--- src/rtl/core/hced_pkg.sv ---
// Package for the chunked transfer-encoding detector.
// Holds the phase type, the beat structs and the key and word letter tables.
// No dependencies.
`default_nettype none

package hced_pkg;

    localparam int KEY_LEN  = 17;
    localparam int WORD_LEN = 7;
    localparam int KEY_POS_W  = 5;
    localparam int WORD_POS_W = 3;

    localparam logic [7:0] CHAR_COLON = 8'h3A;
    localparam logic [7:0] CHAR_SPACE = 8'h20;
    localparam logic [7:0] CHAR_TAB   = 8'h09;

    localparam logic [7:0] KEY_UP [KEY_LEN] = '{
        8'h54, 8'h52, 8'h41, 8'h4E, 8'h53, 8'h46, 8'h45, 8'h52, 8'h2D,
        8'h45, 8'h4E, 8'h43, 8'h4F, 8'h44, 8'h49, 8'h4E, 8'h47
    };
    localparam logic [7:0] KEY_LO [KEY_LEN] = '{
        8'h74, 8'h72, 8'h61, 8'h6E, 8'h73, 8'h66, 8'h65, 8'h72, 8'h2D,
        8'h65, 8'h6E, 8'h63, 8'h6F, 8'h64, 8'h69, 8'h6E, 8'h67
    };
    localparam logic [7:0] WORD_UP [WORD_LEN] = '{
        8'h43, 8'h48, 8'h55, 8'h4E, 8'h4B, 8'h45, 8'h44
    };
    localparam logic [7:0] WORD_LO [WORD_LEN] = '{
        8'h63, 8'h68, 8'h75, 8'h6E, 8'h6B, 8'h65, 8'h64
    };

    typedef enum logic [1:0] {
        PH_KEY    = 2'd0,
        PH_SKIP   = 2'd1,
        PH_VALUE  = 2'd2,
        PH_REJECT = 2'd3
    } t_phase;

    typedef struct packed {
        logic [7:0] line_byte;
        logic       line_end;
    } t_beat;

    typedef struct packed {
        logic valid;
        logic is_chunked;
    } t_result;

endpackage

`default_nettype wire

--- src/rtl/core/hced_core.sv ---
// Line scanning automaton of the chunked transfer-encoding detector.
// Depends on hced_pkg for the phase type, the beat structs and the letter tables.
`default_nettype none

module hced_core import hced_pkg::*; (
    input  wire logic    i_clk,
    input  wire logic    i_rst_n,
    input  wire logic    i_en,
    input  wire t_beat   i_beat,
    output t_result      o_result
);

    t_phase                  r_phase, n_phase;
    logic [KEY_POS_W-1:0]    r_key_pos, n_key_pos;
    logic [WORD_POS_W-1:0]   r_match, n_match;
    logic                    r_found, n_found;

    logic [7:0] b;
    logic       key_hit;
    logic       word_hit;
    logic       is_c;
    logic       do_search;

    assign b        = i_beat.line_byte;
    assign key_hit  = (b == KEY_UP[r_key_pos]) || (b == KEY_LO[r_key_pos]);
    assign word_hit = (b == WORD_UP[r_match]) || (b == WORD_LO[r_match]);
    assign is_c     = (b == WORD_UP[0]) || (b == WORD_LO[0]);

    always_comb begin
        n_phase   = r_phase;
        n_key_pos = r_key_pos;
        n_match   = r_match;
        n_found   = r_found;
        do_search = 1'b0;

        case (r_phase)
            PH_KEY: begin
                if (r_key_pos >= KEY_POS_W'(KEY_LEN)) begin
                    n_phase = (b == CHAR_COLON) ? PH_SKIP : PH_REJECT;
                end else if (key_hit) begin
                    n_key_pos = r_key_pos + 1'b1;
                end else begin
                    n_phase = PH_REJECT;
                end
            end
            PH_SKIP: begin
                if (b != CHAR_SPACE && b != CHAR_TAB) begin
                    n_phase   = PH_VALUE;
                    do_search = 1'b1;
                end
            end
            PH_VALUE: begin
                do_search = 1'b1;
            end
            default: begin
            end
        endcase

        // Search step; "chunked" has no repeated letter, so a miss restarts
        // at one on a 'c' and at zero otherwise.
        if (do_search && !r_found) begin
            if (word_hit) begin
                if (r_match == WORD_POS_W'(WORD_LEN - 1)) begin
                    n_found = 1'b1;
                    n_match = '0;
                end else begin
                    n_match = r_match + 1'b1;
                end
            end else if (is_c) begin
                n_match = WORD_POS_W'(1);
            end else begin
                n_match = '0;
            end
        end

        o_result.valid      = i_en && i_beat.line_end;
        o_result.is_chunked = (n_phase == PH_VALUE) && n_found;

        // The line-ending beat returns the automaton to its reset state.
        if (i_beat.line_end) begin
            n_phase   = PH_KEY;
            n_key_pos = '0;
            n_match   = '0;
            n_found   = 1'b0;
        end
    end

    always_ff @(posedge i_clk) begin
        if (!i_rst_n) begin
            r_phase   <= PH_KEY;
            r_key_pos <= '0;
            r_match   <= '0;
            r_found   <= 1'b0;
        end else if (i_en) begin
            r_phase   <= n_phase;
            r_key_pos <= n_key_pos;
            r_match   <= n_match;
            r_found   <= n_found;
        end
    end

endmodule

`default_nettype wire

--- src/rtl/core/hced_out_reg.sv ---
// Result register of the chunked transfer-encoding detector.
// Holds one finished flag until the downstream side takes it; uses hced_pkg.
`default_nettype none

module hced_out_reg import hced_pkg::*; (
    input  wire logic    i_clk,
    input  wire logic    i_rst_n,
    input  wire t_result i_result,
    output logic         o_free,
    output logic         o_valid,
    input  wire logic    i_ready,
    output logic         o_is_chunked
);

    logic r_valid;
    logic r_flag;

    assign o_free       = !r_valid || i_ready;
    assign o_valid      = r_valid;
    assign o_is_chunked = r_flag;

    always_ff @(posedge i_clk) begin
        if (!i_rst_n) begin
            r_valid <= 1'b0;
        end else if (o_free) begin
            r_valid <= i_result.valid;
        end
    end

    always_ff @(posedge i_clk) begin
        if (o_free && i_result.valid) begin
            r_flag <= i_result.is_chunked;
        end
    end

endmodule

`default_nettype wire

--- src/rtl/core/http_chunked_encoding_detector.sv ---
// Chunked transfer-encoding detector, top level.
// A line-ending beat passes the input register, then the result register, to the master side.
// One beat per cycle, bar a line end held by a full result register; one automaton step per beat.
// Reset (synchronous, active low) empties the input and result registers and puts
// the automaton back to key matching. Depends on hced_pkg, hced_core, hced_out_reg.
`default_nettype none

module http_chunked_encoding_detector import hced_pkg::*; (
    input  wire logic       i_clk,
    input  wire logic       i_rst_n,
    // Slave side: one byte of an HTTP header line per beat.
    input  wire logic       i_s_tvalid,
    output logic            o_s_tready,
    input  wire logic [7:0] i_s_tdata,   // [7:0] line_byte
    input  wire logic       i_s_tlast,   // line_end
    // Master side: one beat per line, on the line's last byte.
    output logic            o_m_tvalid,
    input  wire logic       i_m_tready,
    output logic [7:0]      o_m_tdata    // [0] is_chunked, [7:1] zero
);

    // Input register. A beat moves into the automaton when it produces no
    // result, or when the result register can take one in this cycle.
    logic    r_in_valid;
    t_beat   r_in;
    logic    proc;
    logic    out_free;
    logic    out_flag;
    t_result result;

    assign proc       = r_in_valid && (!r_in.line_end || out_free);
    assign o_s_tready = !r_in_valid || proc;

    always_ff @(posedge i_clk) begin
        if (!i_rst_n) begin
            r_in_valid <= 1'b0;
        end else if (o_s_tready) begin
            r_in_valid <= i_s_tvalid;
        end
    end

    always_ff @(posedge i_clk) begin
        if (o_s_tready && i_s_tvalid) begin
            r_in.line_byte <= i_s_tdata;
            r_in.line_end  <= i_s_tlast;
        end
    end

    // Key match, colon check, blank skip and "chunked" search, one beat per cycle unless stalled.
    hced_core u_core (
        .i_clk    (i_clk),
        .i_rst_n  (i_rst_n),
        .i_en     (proc),
        .i_beat   (r_in),
        .o_result (result)
    );

    // Result register; it frees in the same cycle the downstream side takes
    // its beat, so back-to-back lines flow without a bubble.
    hced_out_reg u_out (
        .i_clk        (i_clk),
        .i_rst_n      (i_rst_n),
        .i_result     (result),
        .o_free       (out_free),
        .o_valid      (o_m_tvalid),
        .i_ready      (i_m_tready),
        .o_is_chunked (out_flag)
    );

    assign o_m_tdata = {7'b0, out_flag};

endmodule

`default_nettype wire

--- config.mk ---
export PLATFORM = sky130hd
export DESIGN_NAME = http_chunked_encoding_detector
export DESIGN_NICKNAME = d
export VERILOG_FILES = /design/src/rtl/core/hced_pkg.sv /design/src/rtl/core/hced_core.sv /design/src/rtl/core/hced_out_reg.sv /design/src/rtl/core/http_chunked_encoding_detector.sv
export SDC_FILE = /design/constraint.sdc
export NUM_CORES = 1
export LEC_CHECK = 0
export ABC_AREA = 1
export BUFFER_PORTS_ARGS = -buffer_cell sky130_fd_sc_hd__buf_4
export CORE_MARGIN = 5
export CORE_UTILIZATION = 55
export DETAILED_ROUTE_END_ITERATION = 10
export GPL_TIMING_DRIVEN = 0
export PLACE_DENSITY = 0.79
export SLEW_MARGIN = 20
export SYNTH_ARGS = -nofsm -noshare
export SYNTH_HDL_FRONTEND = slang
export SYNTH_SLANG_ARGS = --single-unit
--- constraint.sdc ---
create_clock -name i_clk -period 6.8 [get_ports i_clk]
set_clock_uncertainty 0.2 [all_clocks]
set_input_delay 1.02 -clock i_clk [delete_from_list [all_inputs] [get_ports i_clk]]
set_output_delay 1.02 -clock i_clk [all_outputs]
set_load 0.03 [all_outputs]
==> reports/results.txt <==
initial drt markers -> 81
Core Box Area -> 3284 um^2
Comb power frac -> 18.8%
Critical Path Max Stage Delay -> 0.20 ns
final setup vio count -> 0
type of origin of the critical path -> input port
Die W -> 67.97 um
setup tns final -> 0 ns
sw power -> 0.07866 mW
crit path cell chain -> buf_4 > nor2_1 > nand3_1 > buf_4
PwrDens -> 130.3 nW/um^2
multiplexer share of the synthesized area -> 0%
final hold vios -> 0
DR WL/cell -> 11.55 um
Worst Slack Setup Final -> 3.950 ns
grt total ovfl -> 0
Pint -> 0.1909 mW
synthesized cell area -> 1848 um^2
largest net degree at the start of global routing -> 14
post-synthesis cell count -> 259
total die area -> 4619 um^2
Top Ports -> 23
post_cts resized -> 0
worst-path fanout max -> 3
post-synthesis compound-gate area fraction -> 9.208%
flop-to-flop setup slack -> 4.28 ns
sequential-to-total area share from yosys stat -> 30.33%
# rows -> 21
NumNets Final -> 313
placed insts -> 326
pre-CTS WS -> 3.945 ns
Max-Cap Viols -> 0
Area Growth Syn to Fin -> 11.92%
synth warn -> 0
Final Power -> 0.2695 mW
Synth area leader -> edfxtp_1
Synth Area in Simple Gates -> 34.46%
Die H -> 67.97 um
fin crit share -> 41.91%
number of synthesized register bits -> 23
Clock Power Share -> 24.1%
Final Max Slew Viols -> 0
CP dominant cell by count -> buf_4
top cells by area, synth -> edfxtp_1 16%, dfxtp_1 14%, nand2_1 13%
clock sink count -> 23
Non-Filler Instances -> 330
post-DP HPWL -> 3.074 mm
Adder-Cell Fraction of Synth Area -> 10.16%
WP data arrival -> 1.63 ns
Clk pin slew, worst setup/hold paths -> 0.13 ns
Synth Area in XOR/XNOR -> 2.370%
port bufs -> 15
mean number of vias per cell -> 4.997
Post-synth EDFFs -> 10
TritonCTS clock tree -> done
TritonCTS Buffers -> 3
Fmax achieved -> 350.9 MHz
DRC Markers -> 0
Post-CTS Hold Buffers -> 0
Via Count -> 1,649
sequential share of power -> 57.1%
initial antenna violation count -> 0
top cell type's share of synthesized area -> 16.25%
Root Buffer -> clkbuf_4
worst min path class -> flop to flop
critical path class -> input port to primary output
most common flop cell mapped by yosys -> dfxtp_1
H-tree lvl count -> 1
Hold WS -> 0.2930 ns
all-layer global routing usage -> 17.89%
Clock Path Buffers -> 2
Avg Cell Area, Syn -> 7.135 um^2
Post-synth ARST share -> 0%
layout cells sized above 1 -> 19.72%
main combinational cell family by area after synthesis -> simple AND/OR/NAND/NOR gates
Worst-Skew Late Latency -> 0.31 ns
CP max stage cell -> buf_4
CP Capture Type -> primary output
RePlAce Congestion -> 0.8837
global-route wire length before repair -> 6.292 mm
1st-pass router iterations -> 4
drt total wl -> 3.811 mm
peak supply drop -> 0.09833 mV
Synth cell types -> 30
fin crit period -> 2.850 ns
vias in the first global route -> 1,534
ant diodes -> 0
Post-CTS Setup Bufs -> 0
Starting Density -> 56.27%
CP required -> 5.58 ns
LEAKAGE -> 0.9807 nW
unrepaired setup endpoints after global routing -> false
final antenna-violating net count -> 0
status -> completed
switching power share of the total -> 29.18%
[final timing paths]
check                           start                 end  depth (start not counted)
setup / recovery           i_m_tready          o_s_tready                          4
hold / removal         u_core.r_found      u_core.r_found                          2
setup reg to reg  u_core.r_key_pos[0]  u_out.o_is_chunked                         16
hold reg to reg        u_core.r_found      u_core.r_found                          2
[state kept, by name, summed over array words and instances (netlist names)]
signal and cells:
u_out.o_is_chunked 1, r_in_valid 1, u_core.r_found 1, u_out.o_valid 1
r_in 9, u_core.r_match 3, u_core.r_key_pos 5, u_core.r_phase 2
[cell families after synthesis]
kind of cell | Yosys count
other cells | 1
xor+xnor | 5
flops | 23
buf+inv | 51
simple gates | 133
compound gates | 31
fa+ha+maj | 15
[power groups by stage]
stage,clock network [mW],logic (mW),registers (mW)
global placement,0,0.0487,0.157
global route,0.0734,0.0567,0.154
floorplan,0,0.0374,0.156
detailed placement,0,0.0503,0.157
finish,0.0650,0.0507,0.154
CTS,0.0670,0.0508,0.154
[per-layer routing]
metal	wire, um	GRT usage (%)	vias to the layer above
li1	-	-	867
met1	1714	21.14	748
met2	1937	32.25	28
met3	106	2.463	6
met4	52	7.196	0
met5	0	0	-
[through the flow]
step	util (%)	instance area, um^2
3_3_place_gp	62.13	2041
2_1_floorplan	-	1871
6_report	62.97	2068
3_5_place_dp	62.13	2041
4_1_cts	62.97	2068
5_1_grt	62.97	2068
[Yosys cell counts (5+ instances only)]
cell type and n:
inv_2 5, buf_4 8, nor2_1 18, dfxtp_1 13, o21ai_0 8, nand2_1 62, nand3_1 27, edfxtp_1 10
xor2_1 5, ha_1 15, inv_1 34, nand4_1 5, nor2_2 5, nand2_2 7, a21oi_1 16
[worst max-delay path, delay by kind of cell]
kind                   cells  cell delay [ns]
AND/OR/NAND/NOR            2             0.31
buffers and inverters      2             0.31
[layout by cell type (no fill, tap or decap), drive strengths merged]
| master | n |
|---|---|
| inv | 40 |
| nor4 | 1 |
| a21boi | 2 |
| edfxtp | 10 |
| clkbuf | 3 |
| a21oi | 17 |
| nand3 | 27 |
| o21a | 1 |
| ha | 15 |
| buf | 26 |
| conb | 7 |
| nand4 | 6 |
| clkinv | 1 |
| dfxtp | 13 |
| xor2 | 5 |
| nand2 | 71 |
| nor3 | 2 |
| nor3b | 1 |
| o21ai | 11 |
| nor2 | 25 |
[layout make-up]
| cell class | count | area, um^2 |
|---|---|---|
| Clock buffer | 3 | 22.52 |
| Timing Repair Buffer | 15 | 112.6 |
| Tap cell | 46 | 57.56 |
| Inverter | 40 | 157.7 |
| Sequential cell | 23 | 560.5 |
| Fill cell | 332 | 1216 |
| Clock inverter | 1 | 5.005 |
| Buffer | 11 | 87.58 |
| Multi-Input combinational cell | 191 | 1065 |
No activity file was read; power rests on OpenSTA's default activity.
